<file path="config.mk">
export PLATFORM = sky130hd
export DESIGN_NAME = binary_command_deframer
export DESIGN_NICKNAME = d
export VERILOG_FILES = /design/src/rtl/bcd_pkg.sv /design/src/rtl/binary_command_deframer.sv /design/src/rtl/bcd_in_reg.sv /design/src/rtl/bcd_frame_core.sv /design/src/rtl/bcd_out_reg.sv
export SDC_FILE = /design/constraint.sdc
export NUM_CORES = 1
export LEC_CHECK = 0
export BUFFER_PORTS_ARGS = -buffer_cell sky130_fd_sc_hd__buf_2
export CORE_ASPECT_RATIO = 0.5
export CORE_MARGIN = 2
export CORE_UTILIZATION = 65
export DETAILED_ROUTE_END_ITERATION = 16
export GPL_TIMING_DRIVEN = 0
export PLACE_DENSITY = 0.88
export SYNTH_ARGS = -nofsm -noshare
export SYNTH_HDL_FRONTEND = slang
export SYNTH_HIERARCHICAL = 1
export SYNTH_SLANG_ARGS = --single-unit
</file>
<file path="constraint.sdc">
create_clock -name clk -period 16.9 [get_ports clk]
set_input_delay 0.845 -clock clk [delete_from_list [all_inputs] [get_ports clk]]
set_output_delay 0.845 -clock clk [all_outputs]
set_load 0.02 [all_outputs]
</file>
<file path="src/rtl/bcd_pkg.sv">
`timescale 1ns / 1ps
// ----------------------------------------------------------------------------
// Binary command deframer package
// Shared types, flag bit positions and the frame length rule.
// ----------------------------------------------------------------------------
package bcd_pkg;

  localparam int BCD_MAX_FRAME_BYTES = 96;

  // Positions in the first flag word
  localparam int FLG_LINE = 0;
  localparam int FLG_M    = 1;
  localparam int FLG_G    = 2;
  localparam int FLG_X    = 3;
  localparam int FLG_Y    = 4;
  localparam int FLG_Z    = 5;
  localparam int FLG_E    = 6;
  localparam int FLG_F    = 8;
  localparam int FLG_T    = 9;
  localparam int FLG_S    = 10;
  localparam int FLG_P    = 11;
  localparam int FLG_V2   = 12;
  localparam int FLG_TEXT = 15;

  // Positions in the second flag word
  localparam int FLG2_I = 0;
  localparam int FLG2_J = 1;
  localparam int FLG2_R = 2;

  localparam int         START_BIT = 7;
  localparam logic [8:0] MOD_SUM   = 9'd255;
  localparam logic [8:0] MIN_LEN   = 9'd5;

  typedef enum logic [1:0] {
    STAT_OK      = 2'd0,
    STAT_CSUM    = 2'd1,
    STAT_BAD_LEN = 2'd2,
    STAT_NOT_BIN = 2'd3
  } bcd_status_t;

  typedef struct packed {
    bcd_status_t frame_status;
    logic [15:0] flag_word;
    logic [15:0] flag_word_two;
    logic [7:0]  frame_length;
    logic [15:0] line_number;
    logic [15:0] m_code;
    logic [15:0] g_code;
    logic [7:0]  raw_byte;
  } bcd_result_t;

  // Total frame length from both flag words and the text length byte
  function automatic logic [8:0] bcd_frame_len(input logic [15:0] f,
                                               input logic [15:0] f2,
                                               input logic [7:0]  txt);
    logic       v2;
    logic [3:0] n_quad;
    logic [3:0] n_quad2;
    logic [4:0] n_short;
    logic [8:0] n_text;
    v2 = f[FLG_V2];
    // Count the four-byte fields as independent bits, then combine
    n_quad  = ({3'b0, f[FLG_X]} + {3'b0, f[FLG_Y]}) + ({3'b0, f[FLG_Z]} + {3'b0, f[FLG_E]})
            + ({3'b0, f[FLG_F]} + {3'b0, f[FLG_S]}) + {3'b0, f[FLG_P]};
    n_quad2 = v2 ? ({3'b0, f2[FLG2_I]} + {3'b0, f2[FLG2_J]} + {3'b0, f2[FLG2_R]}) : 4'd0;
    n_short = ({3'b0, f[FLG_LINE], 1'b0} + {4'b0, f[FLG_T]})
            + (v2 ? (5'd2 + {3'b0, f[FLG_M], 1'b0} + {3'b0, f[FLG_G], 1'b0})
                  : ({4'b0, f[FLG_M]} + {4'b0, f[FLG_G]}));
    if (!f[FLG_TEXT]) n_text = 9'd0;
    else if (v2)      n_text = {1'b0, txt} + 9'd1;
    else              n_text = 9'd16;
    return (9'd4 + {3'b0, n_quad + n_quad2, 2'b00}) + ({4'b0, n_short} + n_text);
  endfunction

endpackage

</file>
<file path="src/rtl/binary_command_deframer.sv">
`timescale 1ns / 1ps
// ----------------------------------------------------------------------------
// Binary command deframer
// Receives command bytes, checks framing and Fletcher sums, reports frames.
// ----------------------------------------------------------------------------
// Usage:
//   in_  : one received byte per beat (valid/ready).
//   out_ : one result beat per finished frame, per rejected length and per
//          non-binary start byte; zero bytes at a frame start give nothing.
//   Each byte passes an input register and then the combinational frame logic
//   into a result register: out_valid rises once the byte that closes the
//   frame has passed both registers, and the beat leaves when out_ready is high.
//   Throughput is one byte per cycle while out_ready is high; the frame
//   logic state (position, sums, header) updates once per byte.
//   A held result stalls the frame logic; the input register still takes
//   one more byte, then in_ready drops until out_ready returns.
//   Reset puts the receiver at a frame start with both registers empty.
//   MAX_FRAME_BYTES bounds the accepted frame length and sets the width
//   of the byte position counter.
// ----------------------------------------------------------------------------
module binary_command_deframer import bcd_pkg::*; #(
  parameter int MAX_FRAME_BYTES = BCD_MAX_FRAME_BYTES
) (
  input  logic        clk,
  input  logic        rst_n,
  input  logic        in_valid,
  output logic        in_ready,
  input  logic [7:0]  in_rx_byte,
  output logic        out_valid,
  input  logic        out_ready,
  output logic [1:0]  out_frame_status,
  output logic [15:0] out_flag_word,
  output logic [15:0] out_flag_word_two,
  output logic [7:0]  out_frame_length,
  output logic [15:0] out_line_number,
  output logic [15:0] out_m_code,
  output logic [15:0] out_g_code,
  output logic [7:0]  out_raw_byte
);

  logic        adv;
  logic        byte_vld;
  logic [7:0]  rx_byte;
  logic        res_vld;
  bcd_result_t res;
  bcd_result_t out_res;

  bcd_in_reg u_in_reg (
    .clk        (clk),
    .rst_n      (rst_n),
    .in_valid   (in_valid),
    .in_ready   (in_ready),
    .in_rx_byte (in_rx_byte),
    .adv        (adv),
    .byte_vld   (byte_vld),
    .rx_byte    (rx_byte)
  );

  bcd_frame_core #(
    .MAX_FRAME_BYTES (MAX_FRAME_BYTES)
  ) u_frame_core (
    .clk      (clk),
    .rst_n    (rst_n),
    .byte_vld (byte_vld),
    .rx_byte  (rx_byte),
    .adv      (adv),
    .res_vld  (res_vld),
    .res      (res)
  );

  bcd_out_reg u_out_reg (
    .clk       (clk),
    .rst_n     (rst_n),
    .res_vld   (res_vld),
    .res       (res),
    .adv       (adv),
    .out_valid (out_valid),
    .out_ready (out_ready),
    .out_res   (out_res)
  );

  assign out_frame_status  = out_res.frame_status;
  assign out_flag_word     = out_res.flag_word;
  assign out_flag_word_two = out_res.flag_word_two;
  assign out_frame_length  = out_res.frame_length;
  assign out_line_number   = out_res.line_number;
  assign out_m_code        = out_res.m_code;
  assign out_g_code        = out_res.g_code;
  assign out_raw_byte      = out_res.raw_byte;

endmodule

</file>
<file path="src/rtl/bcd_in_reg.sv">
`timescale 1ns / 1ps
// ----------------------------------------------------------------------------
// Input register
// Holds one received byte for the frame logic; refills as it is consumed.
// ----------------------------------------------------------------------------
module bcd_in_reg import bcd_pkg::*; (
  input  logic       clk,
  input  logic       rst_n,
  input  logic       in_valid,
  output logic       in_ready,
  input  logic [7:0] in_rx_byte,
  input  logic       adv,
  output logic       byte_vld,
  output logic [7:0] rx_byte
);

  logic       vld_r;
  logic       vld_nxt;
  logic [7:0] byte_r;

  assign in_ready = !vld_r || adv;
  assign vld_nxt  = in_ready ? in_valid : vld_r;
  assign byte_vld = vld_r;
  assign rx_byte  = byte_r;

  always_ff @(posedge clk) begin
    if (!rst_n) begin
      vld_r <= 1'b0;
    end else begin
      vld_r <= vld_nxt;
    end
  end

  always_ff @(posedge clk) begin
    if (in_ready && in_valid) begin
      byte_r <= in_rx_byte;
    end
  end

endmodule

</file>
<file path="src/rtl/bcd_frame_core.sv">
`timescale 1ns / 1ps
// ----------------------------------------------------------------------------
// Frame logic
// Tracks the byte position, keeps the header, runs the mod-255 sums and
// captures the line number and codes; builds one result per finished frame,
// per rejected length and per non-binary start byte.
module bcd_frame_core import bcd_pkg::*; #(
  parameter int MAX_FRAME_BYTES = BCD_MAX_FRAME_BYTES
) (
  input  logic        clk,
  input  logic        rst_n,
  input  logic        byte_vld,
  input  logic [7:0]  rx_byte,
  input  logic        adv,
  output logic        res_vld,
  output bcd_result_t res
);

  localparam int         POS_W   = $clog2(MAX_FRAME_BYTES + 1);
  localparam logic [8:0] MAX_LEN = 9'(MAX_FRAME_BYTES);

  logic [POS_W-1:0] pos_r, pos_nxt;
  logic [POS_W-1:0] exp_r, exp_nxt;
  logic [7:0]       hdr_r   [4];
  logic [7:0]       hdr_nxt [4];
  logic [7:0]       tail_r  [2];
  logic [7:0]       tail_nxt[2];
  logic [7:0]       sum_lo_r, sum_lo_nxt;
  logic [7:0]       sum_hi_r, sum_hi_nxt;
  logic [15:0]      cap_line_r, cap_line_nxt;
  logic [15:0]      cap_m_r, cap_m_nxt;
  logic [15:0]      cap_g_r, cap_g_nxt;

  logic             fire;
  logic             at_start;
  logic             in_frame;
  logic             not_bin;
  logic [POS_W-1:0] pos_inc;
  logic [15:0]      flags;
  logic [15:0]      flags2;
  logic             is_v2;
  logic [3:0]       off_line, off_m, off_g;
  logic [8:0]       frame_len;
  logic [POS_W-1:0] end_len;
  logic [7:0]       base_lo, base_hi;
  logic [8:0]       s1, s2;
  logic             at_len_byte;
  logic             len_bad;
  logic             frame_done;
  logic             csum_ok;

  always_comb begin
    fire      = byte_vld && adv;
    at_start  = (pos_r == '0);
    not_bin   = fire && at_start && (rx_byte != 8'd0) && !rx_byte[START_BIT];
    in_frame  = fire && (!at_start || rx_byte[START_BIT]);
    pos_inc   = pos_r + POS_W'(1);
    flags     = {hdr_r[1], hdr_r[0]};
    flags2    = {hdr_r[3], hdr_r[2]};
    is_v2     = flags[FLG_V2];
    frame_len = bcd_frame_len(flags, flags2, rx_byte);

    // Field offsets behind the header
    off_line = is_v2 ? (flags[FLG_TEXT] ? 4'd5 : 4'd4) : 4'd2;
    off_m    = off_line + (flags[FLG_LINE] ? 4'd2 : 4'd0);
    off_g    = off_m + (flags[FLG_M] ? (is_v2 ? 4'd2 : 4'd1) : 4'd0);

    // Mod-255 Fletcher step over the byte leaving the tail delay
    base_lo = at_start ? 8'd0 : sum_lo_r;
    base_hi = at_start ? 8'd0 : sum_hi_r;
    s1 = {1'b0, base_lo} + {1'b0, tail_r[0]};
    if (s1 >= MOD_SUM) s1 = s1 - MOD_SUM;
    s2 = {1'b0, base_hi} + s1;
    if (s2 >= MOD_SUM) s2 = s2 - MOD_SUM;

    pos_nxt      = pos_r;
    exp_nxt      = exp_r;
    hdr_nxt      = hdr_r;
    tail_nxt     = tail_r;
    sum_lo_nxt   = sum_lo_r;
    sum_hi_nxt   = sum_hi_r;
    cap_line_nxt = at_start ? 16'd0 : cap_line_r;
    cap_m_nxt    = at_start ? 16'd0 : cap_m_r;
    cap_g_nxt    = at_start ? 16'd0 : cap_g_r;

    at_len_byte = (pos_r == POS_W'(4));
    len_bad     = (frame_len < MIN_LEN) || (frame_len > MAX_LEN);
    end_len     = at_len_byte ? POS_W'(frame_len) : exp_r;
    frame_done  = 1'b0;

    if (in_frame) begin
      pos_nxt = pos_inc;
      if (pos_r < POS_W'(4)) hdr_nxt[pos_r[1:0]] = rx_byte;
      if (pos_r >= POS_W'(2)) begin
        sum_lo_nxt = s1[7:0];
        sum_hi_nxt = s2[7:0];
      end else begin
        sum_lo_nxt = base_lo;
        sum_hi_nxt = base_hi;
      end
      tail_nxt[0] = tail_r[1];
      tail_nxt[1] = rx_byte;

      // Capture fields as they pass; offsets never fall below two
      if (flags[FLG_LINE]) begin
        if (pos_r == POS_W'(off_line))         cap_line_nxt[7:0]  = rx_byte;
        if (pos_r == POS_W'(off_line + 4'd1))  cap_line_nxt[15:8] = rx_byte;
      end
      if (flags[FLG_M]) begin
        if (pos_r == POS_W'(off_m))            cap_m_nxt[7:0]     = rx_byte;
        if (is_v2 && pos_r == POS_W'(off_m + 4'd1)) cap_m_nxt[15:8] = rx_byte;
      end
      if (flags[FLG_G]) begin
        if (pos_r == POS_W'(off_g))            cap_g_nxt[7:0]     = rx_byte;
        if (is_v2 && pos_r == POS_W'(off_g + 4'd1)) cap_g_nxt[15:8] = rx_byte;
      end

      if (at_len_byte) begin
        exp_nxt = POS_W'(frame_len);
      end
      if (at_len_byte && len_bad) begin
        pos_nxt = '0;
      end else if (pos_r >= POS_W'(4) && pos_inc >= end_len) begin
        frame_done = 1'b1;
        pos_nxt    = '0;
      end
    end

    csum_ok = (tail_nxt[0] == sum_lo_nxt) && (tail_nxt[1] == sum_hi_nxt);

    res          = '0;
    res.raw_byte = rx_byte;
    res_vld      = 1'b0;
    if (not_bin) begin
      res_vld          = 1'b1;
      res.frame_status = STAT_NOT_BIN;
    end else if (in_frame && at_len_byte && len_bad) begin
      res_vld           = 1'b1;
      res.frame_status  = STAT_BAD_LEN;
      res.flag_word     = flags;
      res.flag_word_two = is_v2 ? flags2 : 16'd0;
      res.frame_length  = frame_len[8] ? 8'hFF : frame_len[7:0];
    end else if (frame_done) begin
      res_vld           = 1'b1;
      res.frame_status  = csum_ok ? STAT_OK : STAT_CSUM;
      res.flag_word     = flags;
      res.flag_word_two = is_v2 ? flags2 : 16'd0;
      res.frame_length  = 8'(end_len);
      res.line_number   = cap_line_nxt;
      res.m_code        = cap_m_nxt;
      res.g_code        = cap_g_nxt;
    end
  end

  always_ff @(posedge clk) begin
    if (!rst_n) begin
      pos_r <= '0;
      exp_r <= '0;
    end else begin
      pos_r <= pos_nxt;
      exp_r <= exp_nxt;
    end
  end

  always_ff @(posedge clk) begin
    hdr_r      <= hdr_nxt;
    tail_r     <= tail_nxt;
    sum_lo_r   <= sum_lo_nxt;
    sum_hi_r   <= sum_hi_nxt;
    cap_line_r <= cap_line_nxt;
    cap_m_r    <= cap_m_nxt;
    cap_g_r    <= cap_g_nxt;
  end

endmodule

</file>
<file path="src/rtl/bcd_out_reg.sv">
`timescale 1ns / 1ps
// ----------------------------------------------------------------------------
// Result register
// Holds one result beat until taken; tells the frame logic when it may move.
// ----------------------------------------------------------------------------
module bcd_out_reg import bcd_pkg::*; (
  input  logic        clk,
  input  logic        rst_n,
  input  logic        res_vld,
  input  bcd_result_t res,
  output logic        adv,
  output logic        out_valid,
  input  logic        out_ready,
  output bcd_result_t out_res
);

  logic        vld_r;
  logic        vld_nxt;
  bcd_result_t res_r;

  // Move when empty or when the held beat leaves this cycle
  assign adv       = !vld_r || out_ready;
  assign vld_nxt   = adv ? res_vld : vld_r;
  assign out_valid = vld_r;
  assign out_res   = res_r;

  always_ff @(posedge clk) begin
    if (!rst_n) begin
      vld_r <= 1'b0;
    end else begin
      vld_r <= vld_nxt;
    end
  end

  always_ff @(posedge clk) begin
    if (adv && res_vld) begin
      res_r <= res;
    end
  end

endmodule
</file>
---- Word-level counts from Yosys, hierarchy flattened ----
Index checks and enable logic that the tools add are counted.
W data, S select, Z words.
storage, ports and cells
  register bits ........................... 234
  input port bits ......................... 12
  word-level logic and storage cells ...... 152
cells by class
  $add $sub $neg .......................... 28
  order comparisons ....................... 10
  equality and inequality tests ........... 9
  mux-type cells .......................... 50
  bitwise operators ....................... 2
  reduce and logical (&&, ||, !) cells .... 28
operator list
  operator               count
  $mux W16               11
  $mux W8                15
  $mux W89               1
  $mux W41               1
  $bwmux W32             1
  $mux W9                3
  $eq A7 B4 Y1           3
  $eq A7 B7 Y1           3
  $mux W7                3
  $add A4 B4 Y4          5
  $ge A9 B8 Y1 const B   2
  $demux W8 S2           1
  $eq A8 B8 Y1           2
  $add A4 B1 Y5 const B  3
  $logic_and A1 B1 Y1    15
  $mux W4                3
  $add A1 B1 Y2          5
  $add A5 B9 Y9          1
  $add A8 B1 Y9 const B  1
  $add A8 B8 Y9          1
  $add A8 B9 Y9          1
  $add A9 B9 Y9          1
  $gt A9 B7 Y1 const B   1
  $lt A9 B3 Y1 const B   1
  28 further kinds       43

---- Longest topological paths before layout ----
Gate-level depths: netlist (run 1).
  word-level depth ........................ 17
  mapped depth ............................ 41
  mapped depth without buffers ............ 37

---- By module ----
Netlist (run 1), hierarchy kept.
by module, submodules not included
  module          times used  cells an instance  area each (um^2)  seq. area each (um^2)
  bcd_frame_core  1           1082               8893.5            2842.7
  bcd_out_reg     1           103                3000.4            2962.8
  bcd_in_reg      1           13                 297.8             260.2

---- Worst setup path before layout (run 1) ----
OpenSTA, ideal clock, no wires.
  path kind ............................... flip-flop to flip-flop
  start ................................... register u_frame_core.pos_r[0]
  end ..................................... register u_out_reg.res_r (netlist bit u_out_reg/out_res[96]) (data pin)
  library setup time ...................... 259 ps
  arrival ................................. 8058 ps
  data required time ...................... 16641 ps
  path slack .............................. 8583 ps
  stages on the path, launching flop included .. 38
  path buffers ............................ 3
  period minus slack after synthesis ...... 8317 ps
  cell sequence ........................... dfxtp_1 -> clkbuf_1 -> inv_1 -> ha_1 -> nor2b_1 -> nand2_1 -> clkbuf_1 -> and2_1 -> ha_1 -> inv_1 -> fa_1 -> a21boi_0 -> nor3_1 -> or2_4 -> o2111a_1 -> a21oi_4 -> and2_1 -> ha_1 -> (+2 left out) -> clkbuf_1 -> o21ai_0 -> a21oi_1 -> inv_1 -> ha_1 -> a21o_1 -> a21oi_1 -> nand2b_1 -> a21oi_1 -> a211o_1 -> nand2b_1 -> a2111oi_0 -> a21o_1 -> mux2_2 -> nor3b_1 -> nor4_1 -> nand4_1 -> o31a_1
on the way
  word-level cells in the longest chain between the ends .. 15
  elaborated cells on any way between the ends .. 41
  classes of those cells .................. add/sub: 5; order compare: 5; eq/ne: 3; mux: 16; reduce/logical: 12
ends and longest elaborated chain
  element                                               line                   source
  start: declaration                                    bcd_frame_core.sv:22   logic [POS_W-1:0] pos_r, pos_nxt;
  start signal: assignment                              bcd_frame_core.sv:160  pos_r <= pos_nxt;
  $logic_not A7 Y1                                      bcd_frame_core.sv:54   at_start = (pos_r == '0);
  $mux W8                                               bcd_frame_core.sv:69   base_lo = at_start ? 8'd0 : sum_lo_r;
  $add A8 B8 Y9                                         bcd_frame_core.sv:71   s1 = {1'b0, base_lo} + {1'b0, tail_r[0]};
  $sub A9 B8 Y9 / $ge A9 B8 Y1 (equally long branches)  bcd_frame_core.sv:72   if (s1 >= MOD_SUM) s1 = s1 - MOD_SUM;
  $mux W9                                               bcd_frame_core.sv:72
  $add A8 B9 Y9                                         bcd_frame_core.sv:73   s2 = {1'b0, base_hi} + s1;
  $sub A8 B8 Y8 / $ge A9 B8 Y1 (equally long branches)  bcd_frame_core.sv:74   if (s2 >= MOD_SUM) s2 = s2 - MOD_SUM;
  $mux W8                                               bcd_frame_core.sv:74
  $mux W8                                               bcd_frame_core.sv:94   if (pos_r >= POS_W'(2)) begin
  $mux W8                                               bcd_frame_core.sv:91   if (in_frame) begin
  $eq A8 B8 Y1                                          bcd_frame_core.sv:129  csum_ok = (tail_nxt[0] == sum_lo_nxt) && (tail_nxt[1] == sum_hi_nxt);
  $logic_and A1 B1 Y1                                   bcd_frame_core.sv:129
  $mux W1                                               bcd_frame_core.sv:145  res.frame_status = csum_ok ? STAT_OK : STAT_CSUM;
  $mux W89                                              bcd_frame_core.sv:143  end else if (frame_done) begin
  $mux W41                                              bcd_frame_core.sv:137  end else if (in_frame && at_len_byte && len_bad) begin
  end signal: assignment                                bcd_out_reg.sv:37      res_r <= res;
  end: declaration                                      bcd_out_reg.sv:19      bcd_result_t res_r;
Parallel ways exist; a longest one is shown, timed or not.
A chain may end at the register's enable or synchronous reset.

---- Worst setup path in the final report (run 1) ----
Same ends and word-level chain as after synthesis.

==> results of run 1 <==
[final cells by class]
| class | count | share of cell area |
|---|---|---|
| Sequential cell | 234 | 0.443 |
| Multi-Input combinational cell | 842 | 0.410 |
| Clock buffer | 29 | 0.0436 |
| Timing Repair Buffer | 111 | 0.0405 |
| Buffer | 68 | 0.0225 |
| Tap cell | 240 | 0.0219 |
| Inverter | 54 | 0.0148 |
| Clock inverter | 8 | 0.00429 |
[routing by layer]
metal	wire, um	share of wire
met5	0	0
met4	1050	0.034
met3	2640	0.086
met2	14000	0.46
met1	13000	0.42
[path summary, 6_finish.rpt]
path	end	slack (ps)	cells past startpoint
setup / recovery	u_out_reg/out_res[96]$_DFFE_PP_	6020	37
setup reg to reg	u_out_reg/out_res[96]$_DFFE_PP_	6020	37
hold / removal	u_frame_core/cap_m_r[7]$_DFF_P_	480	2
hold reg to reg	u_frame_core/cap_m_r[7]$_DFF_P_	480	2
[cell usage in the layout, fill, tap and decap left out, types with 46 or more instances in the layout]
master      n
nand2_1   155
edfxtp_1  138
buf_2     114
dfxtp_1    96
o21ai_0    86
nor2_1     61
nor2b_1    59
clkbuf_1   56
ha_1       56
inv_1      53
xnor2_1    46
[worst max-delay path, delay by kind of cell, from the launching register on]
kind                       cells  cell delay [ps]
DFF                            1              370
adders and majority gates      5             1430
and+or+nand+nor               12             3240
AOI/OAI and AO/OA             13             3460
buffers and inverters          6             1780
muxes                          1              370
[power breakdown]
group,internal [uW],switching [uW]
clock,250,214
sequential,624,16.1
combinational,78.6,142
[sequential cells by signal, summed over array words and instances, names as in the netlist]
signal                   count
u_frame_core/cap_g_r        16
u_frame_core/cap_line_r     16
u_frame_core/cap_m_r        16
u_frame_core/exp_r           7
u_frame_core/flags          16
u_frame_core/flags2         16
u_frame_core/pos_r           7
u_frame_core/sum_hi_r        8
u_frame_core/sum_lo_r        8
u_frame_core/tail_r         16
u_in_reg/byte_vld            1
u_in_reg/rx_byte             8
u_out_reg/out_res           98
u_out_reg/out_valid          1
[cell families (layout without fill, tap and decap cells)]
family	count (synthesis)	in the layout	share of synthesized area
simple gates	457	457	0.189
compound gates	236	236	0.133
xor+xnor	64	64	0.0472
flops	234	234	0.498
buf+inv	122	270	0.0419
mux	14	14	0.0118
other cells	1	1	0.000308
fa+ha+maj	70	70	0.0796
[per-stage QoR]
| stage | instances | setup slack [ps] | hold WS (ps) | util | power, uW |
|---|---|---|---|---|---|
| final | 1586 | 6020 | 477 | 0.745 | 1330 |
| after CTS | 1586 | 6430 | 474 | 0.745 | 1320 |
| after detailed placement | 1549 | 6530 | 462 | 0.709 | 867 |
| after global routing | 1586 | 5410 | 505 | 0.745 | 1370 |
| after floorplan | 1198 | 8580 | 440 | - | 808 |
| after global placement | 1549 | 6680 | 452 | 0.709 | 857 |
==> flow_summary_export.csv, run 1 <==
group,metric,value,unit
critical_path,r2r_start,"u_frame_core/pos_r[0]$_SDFFE_PN0P_",
critical_path,crit_path_max_fanout,10,
floorplan,die_area,19900,sq um
timing,min_period,10880,ps
layout,diodes,0,
timing,max_slew_margin,0.123,
logic_synthesis,async_reset_ff_frac,0,
global_route,globalRouteMet3Util,0.0485,
logic_synthesis,synth_edf_count,138,
global_route,grt.overflow.total,0,
logic_synthesis,synth_top_cell_by_area,"edfxtp_1",
pwr,peakVddDrop,0.0490,mV
global_route,grt_usage,0.310,
clock_tree,htreeDepth,1,
floorplan,start_util,0.663,
global_route,grt_pass1_vias,9459,
layout,syn_to_final_growth,12.4,%
critical_path,path_class,"reg2reg",
timing,max_freq,92.0,MHz
layout,seqCellArea,6070,sq um
timing,drv_slew,0,
logic_synthesis,ys_seq_elements,234,
clock_tree,cts_resized,0,
logic_synthesis,syn_inst,1198,
detailed_routing,initialDrtViolationCount,1171,
global_route,grt_pass1_wl,48300,um
floorplan,chipHeight,101,um
timing,finalHoldViolations,0,
timing,finClkSkew,24.3,ps
critical_path,cp.required,17160,ps
floorplan,ios,112,
clock_tree,post-cts-setup-buffers,0,
timing,tightest_slew,1320,ps
pwr,power.density,96.7,nW/um^2
layout,fin_area,13700,sq um
timing,fin_setup_tns,0,ps
critical_path,critPathLaunch,"u_frame_core/pos_r[0]$_SDFFE_PN0P_",
logic_synthesis,yosysSeqAreaShare,0.498,
critical_path,startpoint_type,"register",
pwr,p_leak,0.00530,uW
logic_synthesis,synth_fp_nets,1279,
detailed_routing,first_pass_iters,6,
logic_synthesis,yosysWarnings,6,
layout,drive_gt1_frac,0.143,
run_status,outcome,"finished clean",
global_route,busiest_layer,"met2",
clock_tree,clkTransAtPathRegs,70,ps
timing,grt_setup_unrepaired,"false",
hold_path,hold_class,"reg2reg",
logic_synthesis,syn_area_per_cell,10.2,sq um
timing,setup_violations,0,
placement,place_area,13000,sq um
clock_tree,cts_tree,"done",
global_route,grt_use_met1,0.427,
layout,multi_input_area,5620,sq um
logic_synthesis,synth_commonest_cells,"nand2_1 (155), edfxtp_1 (138), dfxtp_1 (96)",
detailed_routing,wl,30700,um
logic_synthesis,ys_types,92,
critical_path,cp_slowest_cell,"nor3_1",
clock_tree,cts_buffers,21,
run,drv_cap,0,
layout,fillers,1195,
placement,port_buffers,111,
placement,gp_congestion,0.924,
hold_path,worstHoldStart,"u_frame_core/cap_m_r[7]$_DFF_P_",
timing,finalCritPeriodShare,0.644,
critical_path,cp.arrival,11130,ps
detailed_routing,wire_per_inst,19.4,um
floorplan,std_cell_rows,35,
critical_path,end_kind,"register",
critical_path,cpMostUsedCell,"ha_1",
logic_synthesis,synth.cell_area,12200,sq um
critical_path,slowest_delay,620,ps
global_route,grtUsageMet2,0.502,
floorplan,die_w,198,um
layout,final_net_count,1413,
detailed_routing,antenna_left,0,
detailed_routing,vias,9838,
floorplan,core,18400,sq um
detailed_routing,drc,0,
logic_synthesis,yosysTopAreaCellShare,0.340,
detailed_routing,viasPerCell,6.20,
clock_tree,insertion_delay,510,ps
logic_synthesis,synth_area_leaders,"edfxtp_1 (34%), dfxtp_1 (16%), ha_1 (5.7%)",
logic_synthesis,synth.most_common_cell,"nand2_1",
global_route,antenna_found_initial,0,
logic_synthesis,ys.flop_type,"edfxtp_1",
global_route,grt_max_degree,99,
clock_tree,clock_path_buffers,3,
clock_tree,clkSinkCount,234,
clock_tree,cts.hold.buffers_added,0,
placement,detailedPlacementHpwl,21800,um
clock_tree,root_buffer,"clkbuf_16",
(Power assumes the default switching activity.)
==> run 2, diff against run 1 <==
ABC_AREA = 1   (was not set)
CORE_UTILIZATION = 54   (was 65)
PLACE_DENSITY = 0.78   (was 0.88)
clock period = 9.3 ns   (was 16.9 ns; I/O delays follow)
==> flow_summary_export.csv, run 2 <==
group,metric,value,unit
run_status,outcome,"finished clean",
clock_tree,post-cts-setup-buffers,0,
critical_path,r2r_start,"u_frame_core/pos_r[1]$_SDFFE_PN0P_",
layout,final_common_cell,"nand2_1",
pwr,p_clk_frac,0.229,
layout,seqCellArea,6070,sq um
clock_tree,htreeDepth,1,
logic_synthesis,syn_area_per_cell,8.83,sq um
critical_path,path_delay_family,"simple AND/OR/NAND/NOR gates",
pwr,pwr-share-seq,0.351,
placement,gp_congestion,0.955,
critical_path,cp.required,9550,ps
detailed_routing,vias,9626,
clock_tree,clkTransAtPathRegs,70,ps
clock_tree,clock_path_buffers,3,
floorplan,ios,112,
global_route,antenna_found_initial,0,
layout,syn_to_final_growth,13.8,%
critical_path,cp.arrival,8210,ps
timing,max_slew_margin,0.0390,
critical_path,startpoint_type,"register",
pwr,p_leak,0.00605,uW
detailed_routing,viasPerCell,5.31,
layout,final_cell_mix,"nand2_1 (227), inv_1 (224), nor2_1 (152)",
placement,post-place-ws,1430,ps
logic_synthesis,synth_xor_area_frac,0.0276,
global_route,grt_max_degree,33,
logic_synthesis,synth_edf_count,138,
pwr,p_comb_frac,0.420,
clock_tree,insertion_delay,500,ps
hold_path,whs_path_depth,1,
logic_synthesis,yosysWarnings,6,
timing,tightest_slew,1440,ps
clock_tree,root_buffer,"clkbuf_16",
global_route,grt_pass1_wl,46700,um
logic_synthesis,async_reset_ff_frac,0,
placement,detailedPlacementHpwl,22100,um
global_route,grt_pass1_vias,9218,
logic_synthesis,yosysTopAreaCellShare,0.345,
pwr,peakVddDrop,0.176,mV
detailed_routing,first_pass_iters,5,
logic_synthesis,synth-simple-area-share,0.215,
clock_tree,cts.hold.buffers_added,0,
layout,multi_input_area,4830,sq um
logic_synthesis,synth_commonest_cells,"nand2_1 (227), inv_1 (224), nor2_1 (152)",
logic_synthesis,ys.flop_type,"edfxtp_1",
timing,max_freq,126,MHz
floorplan,chipHeight,109,um
logic_synthesis,yosysSeqAreaShare,0.505,
timing,finClkSkew,10.7,ps
global_route,grt.overflow.total,0,
hold_path,hold_class,"in2reg",
layout,fillers,1806,
detailed_routing,wl,29500,um
logic_synthesis,synth.cell_area,12000,sq um
detailed_routing,wire_per_inst,16.2,um
logic_synthesis,ys_types,52,
critical_path,path_class,"reg2reg",
critical_path,reg2reg_depth,45,
clock_tree,cts_buffers,21,
clock_tree,cts_tree,"done",
timing,fin_ws,1350,ps
timing,grt_setup_unrepaired,"false",
timing,min_period,7950,ps
critical_path,slowest_delay,420,ps
logic_synthesis,synth_top_family_by_area,"simple AND/OR/NAND/NOR gates",
logic_synthesis,synth_fp_nets,1442,
pwr,power.density,264,nW/um^2
logic_synthesis,synth_area_leaders,"edfxtp_1 (34%), dfxtp_1 (16%), nand2_1 (7.1%)",
critical_path,end_kind,"register",
floorplan,die_w,215,um
critical_path,crit_path_max_fanout,10,
critical_path,r2r_end,"u_out_reg/out_res[96]$_DFFE_PP_",
layout,largest_reg_flops,98,
critical_path,r2r_setup_slack,1350,ps
floorplan,die_area,23500,sq um
critical_path,cp_slowest_cell,"nor2_2",
logic_synthesis,muxShareOfSynthArea,0.00427,
detailed_routing,initialDrtViolationCount,842,
layout,drive_gt1_frac,0.147,
logic_synthesis,synth-compound-area-share,0.0742,
critical_path,cp.buffers_inverters,10,
timing,finalHoldViolations,0,
floorplan,core,21700,sq um
timing,finalCritPeriodShare,0.855,
logic_synthesis,ys_seq_elements,234,
floorplan,start_util,0.553,
detailed_routing,drc,0,
pwr,net-switching-power,1420,uW
layout,final_net_count,1579,
logic_synthesis,synth.most_common_cell,"nand2_1",
hold_path,worstHoldStart,"in_rx_byte[5]",
logic_synthesis,synth_top_cell_by_area,"edfxtp_1",
run,drv_cap,0,
timing,setup_violations,0,
clock_tree,cts_resized,0,
critical_path,cpMostUsedCell,"nand2_1",
detailed_routing,antenna_left,0,
global_route,grt_usage,0.251,
hold_path,worst_hold_path.endpoint,"u_in_reg/rx_byte[5]$_DFFE_PP_",
clock_tree,clkSinkCount,234,
logic_synthesis,syn_inst,1361,
logic_synthesis,synthAdderAreaFrac,0.0800,
pwr,switching_share,0.394,
placement,place_area,13000,sq um
placement,port_buffers,111,
timing,drv_slew,0,
floorplan,std_cell_rows,38,
pwr,internal-power,2190,uW
layout,fin_area,13700,sq um
-- run 2: cells by family (layout without fill, tap and decap cells) --
| kind of cell | count (synthesis) | after routing |
|---|---|---|
| xor gates and xnor gates | 37 | 37 |
| and+or+nand+nor | 568 | 568 |
| AOI/OAI and AO/OA | 162 | 162 |
| other | 1 | 2 |
| DFF | 234 | 234 |
| muxes | 5 | 5 |
| adders and majority gates | 69 | 69 |
| buffers and inverters | 285 | 437 |
-- run 2: per-layer routing --
metal	track usage	vias up	part of all wire
met5	0	-	0
met4	0.0580	0	0.019
met3	0.0268	40	0.061
met2	0.431	300	0.47
met1	0.347	4613	0.45
li1	-	4673	-
-- run 2: worst reg2reg max path, delay by kind of cell (launching register included) --
family                     cells  cell delay [ps]
buffers and inverters         10             1480
DFF                            1              360
adders and majority gates      6             1590
xor gates and xnor gates       2              600
AOI/OAI and AO/OA              1              200
and+or+nand+nor               26             3500
-- run 2: worst max-delay path by stage --
stage,slack (ps),cells after the start,start,endpoint
6_report,1350,45,u_frame_core/pos_r[1]$_SDFFE_PN0P_,u_out_reg/out_res[96]$_DFFE_PP_
5_1_grt,650,46,u_frame_core/pos_r[1]$_SDFFE_PN0P_,u_out_reg/out_res[96]$_DFFE_PP_
4_1_cts,1410,45,u_frame_core/pos_r[1]$_SDFFE_PN0P_,u_out_reg/out_res[96]$_DFFE_PP_
3_5_place_dp,1430,45,u_frame_core/pos_r[1]$_SDFFE_PN0P_,u_out_reg/out_res[96]$_DFFE_PP_
3_3_place_gp,-580,26,u_frame_core/flags[3]$_DFFE_PP_,u_out_reg/out_res[76]$_DFFE_PP_
2_1_floorplan,970,26,u_frame_core/flags[3]$_DFFE_PP_,u_out_reg/out_res[0]$_DFFE_PP_
-- run 2: final cells by class --
type,instances,area share
flip-flops and latches,234,0.444
multi-input cells,842,0.354
inverters,239,0.0658
repair buffers,114,0.0450
clock buffers,25,0.0403
well taps,300,0.0275
plain buffers,46,0.0166
clock inverters,13,0.00723
diodes,1,0.000183
-- run 2: stage by stage --
stage	utilization	cells	power, uW	setup TNS [ps]	hold WS [ps]
after floorplan	-	1361	2440	0	449
after global placement	0.596	1772	2710	-55770	460
after detailed placement	0.599	1775	2780	0	471
after CTS	0.629	1813	3610	0	131
after global routing	0.629	1813	3860	0	127
final	0.629	1814	3610	0	145
-- run 2: power groups by stage --
stage / registers [uW] / logic, uW / clock network (uW)
2_1_floorplan: 1310 / 1130 / 0
3_3_place_gp: 1290 / 1420 / 0
3_5_place_dp: 1290 / 1490 / 0
4_1_cts: 1260 / 1500 / 839
5_1_grt: 1270 / 1710 / 876
6_report: 1260 / 1520 / 827
